### config.mk
export PLATFORM = sky130hd
export DESIGN_NAME = resistor_ladder_chord_decoder_core
export DESIGN_NICKNAME = d
export VERILOG_FILES = /design/src/rtl/rlcd_pkg.sv /design/src/rtl/resistor_ladder_chord_decoder_core.sv
export SDC_FILE = /design/constraint.sdc
export NUM_CORES = 1
export LEC_CHECK = 0
export ABC_AREA = 1
export BUFFER_PORTS_ARGS = -buffer_cell sky130_fd_sc_hd__buf_2
export CAP_MARGIN = 20
export CORE_MARGIN = 2
export CORE_UTILIZATION = 45
export CTS_BUF_LIST = sky130_fd_sc_hd__clkbuf_16
export CTS_CLUSTER_DIAMETER = 150
export DETAILED_ROUTE_END_ITERATION = 8
export HOLD_SLACK_MARGIN = 0.06
export SETUP_SLACK_MARGIN = 0.02
export SLEW_MARGIN = 20
export SYNTH_ARGS = -nofsm -noshare
export SYNTH_HDL_FRONTEND = slang
export SYNTH_SLANG_ARGS = --single-unit
### constraint.sdc
create_clock -name clk -period 6.5 [get_ports clk]
set_clock_uncertainty 0.15 [all_clocks]
set_input_delay 1.3 -clock clk [delete_from_list [all_inputs] [get_ports clk]]
set_output_delay 1.3 -clock clk [all_outputs]
set_load 0.02 [all_outputs]
### src/rtl/rlcd_pkg.sv
// ----------------------------------------------------------------------------
// rlcd_pkg
// Shared widths, register indexes and the fixed chord band table of the
// resistor ladder chord decoder.
// ----------------------------------------------------------------------------
package rlcd_pkg;

    localparam int SAMPLE_BITS = 12;
    localparam int BAND_COUNT  = 11;
    localparam int MASK_BITS   = 4;
    localparam int HYST_BITS   = 8;
    localparam int COUNT_BITS  = 4;
    localparam int CFG_IDX_BITS  = 3;
    localparam int CFG_DATA_BITS = 12;

    typedef logic [SAMPLE_BITS-1:0] sample_t;
    typedef logic [MASK_BITS-1:0]   mask_t;
    typedef logic [COUNT_BITS-1:0]  count_t;

    // register indexes
    typedef enum logic [CFG_IDX_BITS-1:0] {
        REG_IDLE_MAX     = 3'd0,
        REG_PLAY_FLOOR   = 3'd1,
        REG_HYSTERESIS   = 3'd2,
        REG_SLEW_MAX     = 3'd3,
        REG_SETTLE_READS = 3'd4
    } reg_idx_t;

    // register reset values
    localparam sample_t IDLE_MAX_RST     = 12'd64;
    localparam sample_t PLAY_FLOOR_RST   = 12'd1600;
    localparam logic [HYST_BITS-1:0] HYSTERESIS_RST = 8'd16;
    localparam sample_t SLEW_MAX_RST     = 12'd100;
    localparam count_t  SETTLE_READS_RST = 4'd3;

    localparam count_t COUNT_MAX = {COUNT_BITS{1'b1}};

    typedef struct packed {
        sample_t lo;
        sample_t hi;
        mask_t   mask;
    } band_t;

    // chord bands in ascending order, T3+T4 chords have no band
    localparam band_t BANDS [BAND_COUNT] = '{
        '{lo: 12'd129,  hi: 12'd253,  mask: 4'h1},
        '{lo: 12'd363,  hi: 12'd440,  mask: 4'h2},
        '{lo: 12'd541,  hi: 12'd610,  mask: 4'h3},
        '{lo: 12'd700,  hi: 12'd764,  mask: 4'h4},
        '{lo: 12'd849,  hi: 12'd907,  mask: 4'h5},
        '{lo: 12'd984,  hi: 12'd1038, mask: 4'h6},
        '{lo: 12'd1110, hi: 12'd1154, mask: 4'h7},
        '{lo: 12'd1202, hi: 12'd1243, mask: 4'h8},
        '{lo: 12'd1306, hi: 12'd1350, mask: 4'h9},
        '{lo: 12'd1408, hi: 12'd1448, mask: 4'hA},
        '{lo: 12'd1503, hi: 12'd1541, mask: 4'hB}
    };

endpackage

### src/rtl/resistor_ladder_chord_decoder_core.sv
// ----------------------------------------------------------------------------
// resistor_ladder_chord_decoder_core
// Decodes one ladder converter sample per request into the debounced mask of
// the four buttons held, with slew guard, band hysteresis and settle count.
// ----------------------------------------------------------------------------
//
//  channel     dir   handshake                          payload
//  ---------   ---   --------------------------------   ----------------------
//  sample      in    sample_valid / sample_ready        sample [11:0]
//  chord_mask  out   chord_mask_valid / chord_mask_ready chord_mask [3:0]
//  cfg         in    cfg_wr_en (no wait)                cfg_index, cfg_wr_data
//
//  one request per cycle sustained while chord_mask_ready is high; an accepted
//  request passes the input register, then the decode step into the result
//  register, before the result is valid
//  the decode step reads and updates the debounce state in the same cycle,
//  so consecutive requests see each other's updates without a bubble
//  a stalled result holds in the result register while one more request
//  waits in the input register; sample_ready drops only when both are full
//  reset clears the debounce state and loads the register reset values
//
module resistor_ladder_chord_decoder_core (
    input  logic                                clk,
    input  logic                                rst_n,
    input  logic                                sample_valid,
    output logic                                sample_ready,
    input  logic [rlcd_pkg::SAMPLE_BITS-1:0]    sample,
    output logic                                chord_mask_valid,
    input  logic                                chord_mask_ready,
    output logic [rlcd_pkg::MASK_BITS-1:0]      chord_mask,
    input  logic                                cfg_wr_en,
    input  logic [rlcd_pkg::CFG_IDX_BITS-1:0]   cfg_index,
    input  logic [rlcd_pkg::CFG_DATA_BITS-1:0]  cfg_wr_data
);

    // configuration registers
    rlcd_pkg::sample_t                    idle_max_reg;
    rlcd_pkg::sample_t                    play_floor_reg;
    logic [rlcd_pkg::HYST_BITS-1:0]       hysteresis_reg;
    rlcd_pkg::sample_t                    slew_max_reg;
    rlcd_pkg::count_t                     settle_reads_reg;

    // input register
    logic                                 in_valid_reg;
    rlcd_pkg::sample_t                    in_sample_reg;

    // debounce state
    rlcd_pkg::mask_t                      settled_mask_reg;
    rlcd_pkg::mask_t                      settled_mask_next;
    rlcd_pkg::mask_t                      candidate_mask_reg;
    rlcd_pkg::mask_t                      candidate_mask_next;
    rlcd_pkg::count_t                     candidate_count_reg;
    rlcd_pkg::count_t                     candidate_count_next;
    logic                                 prior_valid_reg;
    rlcd_pkg::sample_t                    prior_sample_reg;

    // result register
    logic                                 out_valid_reg;
    rlcd_pkg::mask_t                      out_mask_reg;

    logic                                 advance;
    logic                                 fire;
    logic                                 is_idle;
    logic                                 slew_hold;
    rlcd_pkg::sample_t                    diff;
    logic                                 hit;
    rlcd_pkg::mask_t                      seen;
    rlcd_pkg::count_t                     count_inc;

    // ------------------------------------------------------------------------
    // handshake: the decode step moves when the result register is free
    // ------------------------------------------------------------------------
    assign advance      = !out_valid_reg || chord_mask_ready;
    assign fire         = in_valid_reg && advance;
    assign sample_ready = !in_valid_reg || advance;

    assign chord_mask_valid = out_valid_reg;
    assign chord_mask       = out_mask_reg;

    // ------------------------------------------------------------------------
    // slew guard, idle samples are never held by it
    // ------------------------------------------------------------------------
    assign is_idle   = (in_sample_reg <= idle_max_reg);
    assign diff      = (in_sample_reg >= prior_sample_reg) ?
                       (in_sample_reg - prior_sample_reg) :
                       (prior_sample_reg - in_sample_reg);
    assign slew_hold = prior_valid_reg && !is_idle && (diff > slew_max_reg);

    // ------------------------------------------------------------------------
    // band classification: all bands compared in parallel, first hit wins
    // widened edges are compared with the hysteresis moved to the other side,
    // so a lower edge below zero needs no signed math
    // ------------------------------------------------------------------------
    always_comb
    begin
        logic [rlcd_pkg::SAMPLE_BITS:0] s_ext;
        logic [rlcd_pkg::SAMPLE_BITS:0] s_up;
        logic [rlcd_pkg::SAMPLE_BITS:0] hi_up;
        logic [rlcd_pkg::SAMPLE_BITS:0] lo_ext;
        logic                           widen;
        logic                           in_band;

        s_ext  = {1'b0, in_sample_reg};
        s_up   = '0;
        hi_up  = '0;
        lo_ext = '0;
        widen  = 1'b0;
        in_band = 1'b0;
        hit    = 1'b0;
        seen   = '0;
        if (is_idle)
        begin
            hit  = 1'b1;
            seen = '0;
        end
        else if (in_sample_reg < play_floor_reg)
        begin
            for (int i = 0; i < rlcd_pkg::BAND_COUNT; i++)
            begin
                widen  = (settled_mask_reg != '0) &&
                         (rlcd_pkg::BANDS[i].mask == settled_mask_reg);
                lo_ext = {1'b0, rlcd_pkg::BANDS[i].lo};
                if (widen)
                begin
                    s_up  = s_ext + {{(rlcd_pkg::SAMPLE_BITS + 1
                                      - rlcd_pkg::HYST_BITS){1'b0}}, hysteresis_reg};
                    hi_up = {1'b0, rlcd_pkg::BANDS[i].hi}
                          + {{(rlcd_pkg::SAMPLE_BITS + 1
                               - rlcd_pkg::HYST_BITS){1'b0}}, hysteresis_reg};
                end
                else
                begin
                    s_up  = s_ext;
                    hi_up = {1'b0, rlcd_pkg::BANDS[i].hi};
                end
                in_band = (s_up >= lo_ext) && (s_ext <= hi_up);
                if (!hit && in_band)
                begin
                    hit  = 1'b1;
                    seen = rlcd_pkg::BANDS[i].mask;
                end
            end
        end
    end

    // ------------------------------------------------------------------------
    // debounce update
    // ------------------------------------------------------------------------
    assign count_inc = (seen != candidate_mask_reg) ? rlcd_pkg::count_t'(1) :
                       (candidate_count_reg == rlcd_pkg::COUNT_MAX) ? candidate_count_reg :
                       candidate_count_reg + rlcd_pkg::count_t'(1);

    always_comb
    begin
        settled_mask_next    = settled_mask_reg;
        candidate_mask_next  = candidate_mask_reg;
        candidate_count_next = candidate_count_reg;
        priority if (slew_hold)
        begin
            candidate_mask_next  = settled_mask_reg;
            candidate_count_next = '0;
        end
        else if (!hit || (seen == settled_mask_reg))
        begin
            candidate_mask_next  = settled_mask_reg;
            candidate_count_next = '0;
        end
        else if (seen == '0)
        begin
            settled_mask_next    = '0;
            candidate_mask_next  = '0;
            candidate_count_next = '0;
        end
        else
        begin
            // a settle count of zero acts as one: count_inc is never zero
            candidate_mask_next = seen;
            if (count_inc >= settle_reads_reg)
            begin
                settled_mask_next    = seen;
                candidate_count_next = '0;
            end
            else
            begin
                candidate_count_next = count_inc;
            end
        end
    end

    // ------------------------------------------------------------------------
    // configuration registers, writes beyond the last index are dropped
    // ------------------------------------------------------------------------
    always_ff @(posedge clk or negedge rst_n)
    begin
        if (!rst_n)
        begin
            idle_max_reg     <= rlcd_pkg::IDLE_MAX_RST;
            play_floor_reg   <= rlcd_pkg::PLAY_FLOOR_RST;
            hysteresis_reg   <= rlcd_pkg::HYSTERESIS_RST;
            slew_max_reg     <= rlcd_pkg::SLEW_MAX_RST;
            settle_reads_reg <= rlcd_pkg::SETTLE_READS_RST;
        end
        else if (cfg_wr_en)
        begin
            unique case (cfg_index)
                rlcd_pkg::REG_IDLE_MAX:     idle_max_reg     <= cfg_wr_data;
                rlcd_pkg::REG_PLAY_FLOOR:   play_floor_reg   <= cfg_wr_data;
                rlcd_pkg::REG_HYSTERESIS:
                    hysteresis_reg <= cfg_wr_data[rlcd_pkg::HYST_BITS-1:0];
                rlcd_pkg::REG_SLEW_MAX:     slew_max_reg     <= cfg_wr_data;
                rlcd_pkg::REG_SETTLE_READS:
                    settle_reads_reg <= cfg_wr_data[rlcd_pkg::COUNT_BITS-1:0];
                default: ;
            endcase
        end
    end

    // ------------------------------------------------------------------------
    // input register, state and result register
    // ------------------------------------------------------------------------
    always_ff @(posedge clk or negedge rst_n)
    begin
        if (!rst_n)
        begin
            in_valid_reg        <= 1'b0;
            out_valid_reg       <= 1'b0;
            settled_mask_reg    <= '0;
            candidate_mask_reg  <= '0;
            candidate_count_reg <= '0;
            prior_valid_reg     <= 1'b0;
            prior_sample_reg    <= '0;
        end
        else
        begin
            if (sample_ready)
            begin
                in_valid_reg <= sample_valid;
            end
            if (advance)
            begin
                out_valid_reg <= in_valid_reg;
            end
            if (fire)
            begin
                settled_mask_reg    <= settled_mask_next;
                candidate_mask_reg  <= candidate_mask_next;
                candidate_count_reg <= candidate_count_next;
                prior_valid_reg     <= 1'b1;
                prior_sample_reg    <= in_sample_reg;
            end
        end
    end

    always_ff @(posedge clk)
    begin
        if (sample_ready && sample_valid)
        begin
            in_sample_reg <= sample;
        end
        if (fire)
        begin
            out_mask_reg <= settled_mask_next;
        end
    end

    // ------------------------------------------------------------------------
    // assertions
    // ------------------------------------------------------------------------

    // no band names a chord with both T3 and T4
    a_no_t3_t4: assert property (@(posedge clk) disable iff (!rst_n)
        !(settled_mask_reg[3] && settled_mask_reg[2]))
        else $error("settled mask holds both T3 and T4");

    // an idle sample clears the result at once
    a_idle_clears: assert property (@(posedge clk) disable iff (!rst_n)
        fire && is_idle |=> (out_mask_reg == '0) && (settled_mask_reg == '0))
        else $error("idle sample did not clear the mask");

    // a slew hold never changes the settled mask
    a_slew_holds: assert property (@(posedge clk) disable iff (!rst_n)
        fire && slew_hold |=> $stable(settled_mask_reg) && (candidate_count_reg == '0))
        else $error("slew hold changed the settled mask");

    // input backpressure only when both registers are full and the output stalls
    a_ready_low: assert property (@(posedge clk) disable iff (!rst_n)
        !sample_ready |-> in_valid_reg && out_valid_reg && !chord_mask_ready)
        else $error("sample_ready low without a full, stalled pipeline");

    // the result register always shows the settled mask it was loaded from
    a_result_tracks: assert property (@(posedge clk) disable iff (!rst_n)
        fire |=> (out_mask_reg == settled_mask_reg) && out_valid_reg)
        else $error("result differs from the settled mask");

endmodule
==> results of run 1 <==
==> power by group through the flow <==
stage / combinational (mW) / sequential, mW / clock [mW]
4_1_cts: 1.87 / 0.807 / 0.564
2_1_floorplan: 1.35 / 0.786 / 0
3_3_place_gp: 1.85 / 0.815 / 0
5_1_grt: 2.15 / 0.827 / 0.579
6_report: 1.91 / 0.813 / 0.548
3_5_place_dp: 1.86 / 0.817 / 0
==> synthesized netlist by cell type (all sizes together), types with 3 or more instances <==
cell type / count / area (µm²)
nand2: 420 / 1660
inv: 230 / 863
ha: 190 / 2380
nor2: 160 / 653
o21ai: 138 / 691
a21oi: 132 / 668
nand3: 94 / 508
dfrtp: 65 / 1630
nor3: 30 / 155
nand4: 27 / 169
clkbuf: 25 / 93.8
edfxtp: 16 / 480
xor2: 14 / 123
o211ai: 11 / 82.6
buf: 10 / 62.6
dfstp: 10 / 263
nand3b: 9 / 67.6
a211oi: 8 / 60.1
xnor2: 8 / 70.1
a21o: 6 / 45.0
a31oi: 6 / 37.5
nor4: 6 / 37.5
o31ai: 6 / 45.0
clkinv: 5 / 18.8
o2111ai: 5 / 43.8
o221ai: 5 / 43.8
o22ai: 5 / 31.3
or2: 5 / 31.3
mux2i: 4 / 40.0
o21a: 4 / 30.0
fa: 3 / 60.1
==> cells by family after synthesis <==
logic type / count (synthesis) / synth area share
and+or+nand+nor: 755 / 0.293
xor gates and xnor gates: 22 / 0.0171
DFF: 91 / 0.210
AOI/OAI and AO/OA: 339 / 0.168
muxes: 4 / 0.00355
adders and majority gates: 193 / 0.216
buffers and inverters: 270 / 0.0920
==> area by class of cell <==
type                            count  area (µm²)
Multi-Input combinational cell   1313        7900
Sequential cell                    91        2370
Inverter                          235         890
Timing Repair Buffer               76         484
Clock buffer                        9         225
Fill cell                        2536       12100
Tap cell                          324         405
Clock inverter                      7        88.8
==> worst paths after layout <==
path	slack, ps	depth (start not counted)	end
max reg2reg	580	36	settled_mask_reg[2]
max in group asynchronous	4810	1	settled_mask_reg[0]
min in group asynchronous	800	1	slew_max_reg[10]
max	580	36	settled_mask_reg[2]
min	340	2	slew_max_reg[4]
min reg2reg	340	2	slew_max_reg[4]
==> worst reg2reg max path: cells and delay by family (launching register included) <==
family	cells	cell delay, ps
buffers and inverters	4	550
adders and majority gates	3	760
xor gates and xnor gates	1	170
and+or+nand+nor	19	2510
DFF	1	390
AOI/OAI and AO/OA	9	1360
==> stage by stage <==
step	instances	hold slack (ps)	utilization	worst slack (ps)	total power, mW
after floorplan	1674	282	-	1140	2.13
after global placement	2035	316	0.490	348	2.66
after detailed placement	2035	323	0.490	243	2.68
after CTS	2051	342	0.503	225	3.24
after global routing	2055	356	0.506	34.0	3.56
final	2055	337	0.506	581	3.27
==> per-layer routing <==
metal,up-vias,track usage,part of all wire
met3,89,0.0507,0.076
met5,-,0,0.00023
li1,5713,-,-
met2,426,0.461,0.43
met4,2,0.0994,0.035
met1,5332,0.423,0.46
==> timing repair <==
action                                  in CTS  in global routing
setup buffers                                0                  4
gates resized for setup                      0                 12
hold buffers                                 0                  0
endpoints found under the setup margin       0                 12
==> metrics.txt, run 1 <==
family with the most delay on the worst path simple AND/OR/NAND/NOR gates; clk slew on worst S/H paths approximately 70 ps; Top FF cell, synth dfrtp_1; Switch Pwr between 1.5 and 2 mW; Yosys reg bits just over 90; vias in the first global route approximately 11k; final-report max-slew violation count 0; Setup CP Type reg -> reg; row cnt 57; vias ~12k; status finished, final reports clean; Worst R2R Start hysteresis_reg[1]; clk root buf clkbuf_16; CTS Buf Count 9; Max Freq 169 MHz; DRC viols 0; final setup vio count 0; Seq/Total Area, Yosys 0.210; internal power 1.61 mW; clock sink total 91; Clk network pwr share 0.168; area grow syn2layout 9.59%; ANT nets after route 0; CP max FO 11; Post-synth EDFFs 16; share of layout cells above drive strength 1 0.107; gpl congestion between 1 and 1.5; Hold Startpoint slew_max_reg[4]; synthesized area per cell approximately 6.7 µm²; fin crit share 0.911; Worst Setup SP hysteresis_reg[1]; initial antenna violation count 1; GR Overflow Total 0; Syn Std Cell Area 11300 µm²; GRT Util Overall 0.298; switch share 0.507; Final TNS setup 0 ps; Crit path top cell by count nand2_1; Final Instance Area about 12000 µm²; htree depth 3; Die ar. ~26000 µm²; Least-Margin Pin Slew between 900 and 1000 ps; port bufs 37; largest net degree at the start of global routing 76; Required @ worst endpoint roughly 6700 ps; crit path buf inv count 4; LEAKAGE approximately 6 nW; Initial Util 0.461; warnings from Yosys 0; Avg WL per Cell about 19 µm; max-cap violations 0; Core ar. about 24000 µm²; Post-Synthesis Cells 1674; first-pass GRT wire length 60.7 mm; crit start category flop; Slew headroom 0.360; Vias/cell 5.63; max incr delay on CP slightly below 400 ps; most frequent cells in the layout nand2_1, inv_1, ha_1, nor2_1, o21ai_0; Final Hold Viols 0; Tmin final approximately 5900 ps; DRT Pass-1 Iters 5; FFs w/ async S/R, synth 0.824; worst endpoint data arrival time 6060 ps; CTS tree done; Logic pwr share 0.583; Synth Net Count 1899; Flop pwr share 0.249; commonest non-fill, non-tap cell in the layout nand2_1; distinct cell type count after synthesis slightly below 60; post-DP HPWL ~30 mm; pwr dens roughly 260 nW/µm²; VDD IR max roughly 0.15 mV; Nets just under 2k; Die X-Extent approximately 160 µm; CP Capture Type flop; min-delay worst type reg -> reg; RSZ-0062 raised after global routing false; Diodes inserted 0; Critical-path top delay cell dfrtp_1; Area after DPL between 10000 and 15000 µm²; Iter 0 DRT Violations 1194; Die Height around 160 µm; Ports 38; deepest clock path buffer count 2; Skew-Pair Late Insertion Delay about 350 ps; final wirelength approximately 38 mm
No activity file was read; power rests on OpenSTA's default activity.
==> run 2: changes to the inputs <==
--- a/config.mk
+++ b/config.mk
@@ -14,6 +14,7 @@
 export CTS_CLUSTER_DIAMETER = 150
 export DETAILED_ROUTE_END_ITERATION = 8
 export HOLD_SLACK_MARGIN = 0.06
+export MAX_ROUTING_LAYER = met4
 export SETUP_SLACK_MARGIN = 0.02
 export SLEW_MARGIN = 20
 export SYNTH_ARGS = -nofsm -noshare
==> run 2 against run 1 <==
Effect of this change: register-to-register slack better by 80 ps; global-route usage is 1.2 points higher; combinational power hardly changed; first-iteration DRC count is 30% lower; fmax is 1.4% higher; clock-buffer cell count stayed put.
==> metrics.txt, run 2 (synthesized netlist as in run 1, its figures left out) <==
status finished, final reports clean; GRT met2 Usage 0.473; Final Hold Viols 0; Area after DPL approximately 12000 µm²; deepest clock path buffer count 2; post-DP HPWL 30.1 mm; max incr delay on CP between 700 and 800 ps; pwr dens 264 nW/µm²; row cnt 57; footprint of the multi-input gates slightly below 8000 µm²; Avg WL per Cell 18.7 µm; Die X-Extent between 150 and 200 µm; Skew-Pair Late Insertion Delay between 300 and 400 ps; vias roughly 12k; DRC viols 0; max-cap violations 0; Initial Util 0.461; clk root buf clkbuf_16; Final Util 0.509; Least-Margin Pin Slew roughly 860 ps; clk slew on worst S/H paths 80 ps; Nets 1960; Die ar. approximately 26000 µm²; Critical-path top delay cell dfstp_2; Final Instance Area ~12000 µm²; gpl congestion roughly 1; Setup CP Type reg -> reg; fin crit share 0.898; share of layout cells above drive strength 1 0.111; first-pass GRT wire length a little over 60 mm; Core ar. roughly 24000 µm²; LEAKAGE just over 6 nW; commonest non-fill, non-tap cell in the layout nand2_1; gr busiest metal met2; CP Capture Type flop; Required @ worst endpoint between 6000 and 7000 ps; CTS Buf Count 9; CP max FO 9; Diodes inserted 0; port bufs 37; largest net degree at the start of global routing 76; Die Height around 160 µm; Slew headroom 0.425; Final TNS setup 0 ps; crit start category flop; # hold bufs at CTS 0; Iter 0 DRT Violations approximately 830; global routing usage on met1 0.425; Max Freq roughly 170 MHz; most frequent cells in the layout nand2_1, inv_1, ha_1, nor2_1, o21ai_0; clock sink total just over 90; GRT Util Overall 0.310; Tmin final 5840 ps; Ports 38; area grow syn2layout 10.4%; Vias/cell between 5 and 6; GR Overflow Total 0; initial antenna violation count 0; min-delay worst type reg -> reg; CTS tree done; VDD IR max roughly 0.20 mV; DRT Pass-1 Iters 5; final setup vio count 0; Filler cells approximately 2.5k; met3 GRT Util 0.0425; worst endpoint data arrival time around 6000 ps; register area 2370 µm²; final wirelength between 30 and 40 mm; final-report max-slew violation count 0; ANT nets after route 0; htree depth 3; RSZ-0062 raised after global routing false; vias in the first global route about 11k
## run 2: where the power goes
| part | switching, mW | total (mW) | internal, mW |
|---|---|---|---|
| clock | 0.280 | 0.557 | 0.277 |
| sequential | 0.116 | 0.815 | 0.699 |
| combinational | 1.27 | 1.92 | 0.650 |
## run 2: path summary, 6_finish.rpt
kind | startpoint | end | slack [ps] | depth (start not counted)
max | hysteresis_reg[4] | settled_mask_reg[2] | 660 | 37
min | slew_max_reg[3] | slew_max_reg[3] | 340 | 2
max reg2reg | hysteresis_reg[4] | settled_mask_reg[2] | 660 | 37
min reg2reg | slew_max_reg[3] | slew_max_reg[3] | 340 | 2
max in group asynchronous | rst_n | hysteresis_reg[4] | 4890 | 2
min in group asynchronous | rst_n | slew_max_reg[10] | 660 | 1
## run 2: layout make-up
type                            count  share of cell area
Clock buffer                        9              0.0181
Clock inverter                      7             0.00713
Inverter                          235              0.0714
Multi-Input combinational cell   1313               0.634
Sequential cell                    91               0.191
Tap cell                          324              0.0325
Timing Repair Buffer               85              0.0466
## run 2: stage by stage
step	cells	power, mW	worst slack [ps]	hold WS (ps)
2_1_floorplan	1674	2.13	1140	282
3_3_place_gp	2040	2.68	346	316
3_5_place_dp	2040	2.68	297	323
4_1_cts	2056	3.25	249	344
5_1_grt	2064	3.60	25.5	352
6_report	2064	3.29	664	341
## run 2: per-layer routing
layer  vias to the layer above  wire length (µm)
met3                        69              2800
met5                         -                 0
met4                         0              1260
met1                      5340             18000
li1                       5731                 -
met2                       417             16600
## run 2: worst max-delay path: cells and delay by family, from the launching register on
family | cells | cell delay [ps]
compound gates | 5 | 760
xor+xnor | 1 | 160
fa+ha+maj | 2 | 560
buf+inv | 8 | 830
flops | 1 | 730
simple gates | 21 | 2600
## run 2: timing repair
item	4_1_cts	5_1_grt
buffers inserted	0	7
gates resized for setup	0	12
endpoints found under the setup margin	0	12
==> run 3: changes to the inputs <==
--- a/config.mk
+++ b/config.mk
@@ -5,7 +5,8 @@
 export SDC_FILE = /design/constraint.sdc
 export NUM_CORES = 1
 export LEC_CHECK = 0
-export ABC_AREA = 1
+export ABC_AREA = 0
+export ABC_CLOCK_PERIOD_IN_PS = 6500
 export BUFFER_PORTS_ARGS = -buffer_cell sky130_fd_sc_hd__buf_2
 export CAP_MARGIN = 20
 export CORE_MARGIN = 2
==> run 3 against run 2 <==
Effect of this change: synthesized cell count is 19% lower; combinational power is 6% higher; clock power down 3%; largest cell class unchanged; largest power group unchanged; total power is 2.2% higher; worst setup slack lost 370 ps; highest routed layer unchanged; non-clock buffer count rose by 39; clock-buffer cell count unchanged.
==> metrics.txt, run 3 <==
gpl congestion between 1 and 1.5; htree depth 3; Seq/Total Area, Yosys 0.213; Finished Layout Cells ~1.8k; Iter 0 DRT Violations 818; Required @ worst endpoint approximately 6700 ps; Ports 38; min-delay worst type reg -> reg; LEAKAGE between 5 and 6 nW; final-report max-slew violation count 0; area grow syn2layout 13.9%; Synth Net Count between 1.5k and 2k; commonest non-fill, non-tap cell in the layout ha_1; GR Overflow Total 0; GRT Util Overall 0.300; Worst R2R Setup Slack a little under 300 ps; crit start category flop; CTS tree done; Nets 1668; vias in the first global route 10.2k; DRT Pass-1 Iters 9; CP Capture Type flop; post-DP HPWL ~29 mm; Area contributors post-synth ha_1, dfrtp_1, nand2_1; Avg WL per Cell roughly 21 µm; synthesized area per cell between 8 and 9 µm²; Vias/cell 6.05; initial antenna violation count 1; worst endpoint data arrival time roughly 6400 ps; row cnt 57; Yosys reg bits 91; Die ar. 26000 µm²; clk root buf clkbuf_16; Core ar. between 20000 and 25000 µm²; Die X-Extent around 160 µm; placed cells between 1.5k and 2k; Tmin final slightly above 6000 ps; vias approximately 11k; Final Util 0.522; Slew headroom 0.310; Die Height roughly 160 µm; final setup vio count 0; Top FF cell, synth dfrtp_1; DRC viols 0; Least-Margin Pin Slew roughly 1000 ps; top-area cell type share of the netlist area 0.213; Post-synth EDFFs 16; largest net degree at the start of global routing 76; Crit path top cell by count a21o_1; max-cap violations 0; Syn Std Cell Area between 10000 and 15000 µm²; Yosys top cell by area ha_1; ANT nets after route 0; Final Hold Viols 0; Post-Synthesis Cells roughly 1.4k; distinct cell type count after synthesis slightly below 100; Setup CP Type reg -> reg; clock sink total 91; CP max FO 8; FFs w/ async S/R, synth 0.824; VDD IR max between 0.2 and 0.25 mV; final wirelength between 30 and 40 mm; Max Freq around 160 MHz; deepest clock path buffer count 2; minimum hold slack roughly 350 ps; first-pass GRT wire length slightly below 60 mm; fin crit share 0.955; synth cell count leaders ha_1, nand2_1, nor2_1, o21ai_0, inv_1; CTS Buf Count 9; warnings from Yosys 0; Filler cells around 2.4k; share of layout cells above drive strength 1 0.155; status finished, final reports clean; Critical-path top delay cell fa_1; Skew-Pair Late Insertion Delay about 360 ps; total power about 3.4 mW; Initial Util 0.458; clk slew on worst S/H paths approximately 70 ps; pwr dens approximately 270 nW/µm²; max incr delay on CP 430 ps; port bufs 37; most frequent cells in the layout ha_1, nand2_1, nor2_1, o21ai_0; # hold bufs at CTS 0; top-count cell post-synth ha_1
==> run 3: cell types whose count changed after synthesis, moves of 15 or more <==
cell / change
nand2_1: -242
inv_1: -130
a21oi_1: -52
nand3_1: -51
nor2_1: -48
o21ai_0: -43
a21o_1: +42
xnor2_1: +33
nor2b_1: +27
nand2_2: -23
nand2b_1: +21
mux2_2: +20
and3_1: +19
inv_2: -15
==> run 3: cell type report <==
type	instances	area, µm²	share of cell area
Sequential cell	91	2370	0.187
Inverter	88	330	0.0260
Multi-Input combinational cell	1129	8400	0.662
Clock buffer	9	225	0.0178
Antenna cell	1	2.50	0.000197
Tap cell	324	405	0.0320
Clock inverter	7	76.3	0.00602
Timing Repair Buffer	124	873	0.0689
==> run 3: metrics by stage <==
step,TNS (ps),cell area [µm²],setup slack [ps]
2_1_floorplan,0,11100,55.3
3_3_place_gp,0,12100,249
3_5_place_dp,0,12100,184
4_1_cts,0,12400,134
5_1_grt,-1.81,12700,-1.81
6_report,0,12700,294
==> run 3: final timing paths <==
| kind | from | end | cells past startpoint |
|---|---|---|---|
| setup / recovery | in_sample_reg[0] | candidate_count_reg[0] | 25 |
| hold / removal | in_valid_reg | chord_mask_valid | 1 |
| setup reg to reg | in_sample_reg[0] | candidate_count_reg[0] | 25 |
| hold reg to reg | in_valid_reg | chord_mask_valid | 1 |
| max in group asynchronous | rst_n | hysteresis_reg[6] | 1 |
| min in group asynchronous | rst_n | play_floor_reg[8] | 1 |
==> run 3: per-layer routing <==
metal,wire (µm),vias to the layer above,GRT usage
met1,17200,5078,0.408
met2,16800,438,0.462
li1,-,5134,-
met3,2610,85,0.0295
met4,1470,0,0.113
met5,0,-,-
==> run 3: repair_timing <==
item                                    in CTS  in global routing
resized for setup                            0                 29
setup buffers                                0                 14
hold endpoints to repair                     0                  0
endpoints found under the setup margin       0                 13
==> run 3: kinds of logic (layout without fill, tap and decap cells) <==
group | after synthesis | count (layout) | share of synthesized area
and+or+nand+nor | 463 | 463 | 0.206
DFF | 91 | 91 | 0.213
adders and majority gates | 193 | 193 | 0.219
muxes | 31 | 31 | 0.0301
other | 0 | 1 | 0
xor gates and xnor gates | 61 | 61 | 0.0493
AOI/OAI and AO/OA | 381 | 381 | 0.237
buffers and inverters | 132 | 228 | 0.0456
==> run 3: worst max-delay path: cells and delay by family, from the launching register on <==
family / cells / cell delay [ps]
flops: 1 / 350
mux: 1 / 190
simple gates: 5 / 1180
buf+inv: 3 / 420
compound gates: 13 / 2970
fa+ha+maj: 3 / 880
==> run 3: power by group <==
part | switching [mW] | internal, mW
Combinational | 1.20 | 0.828
Sequential | 0.0971 | 0.697
Clock | 0.268 | 0.275
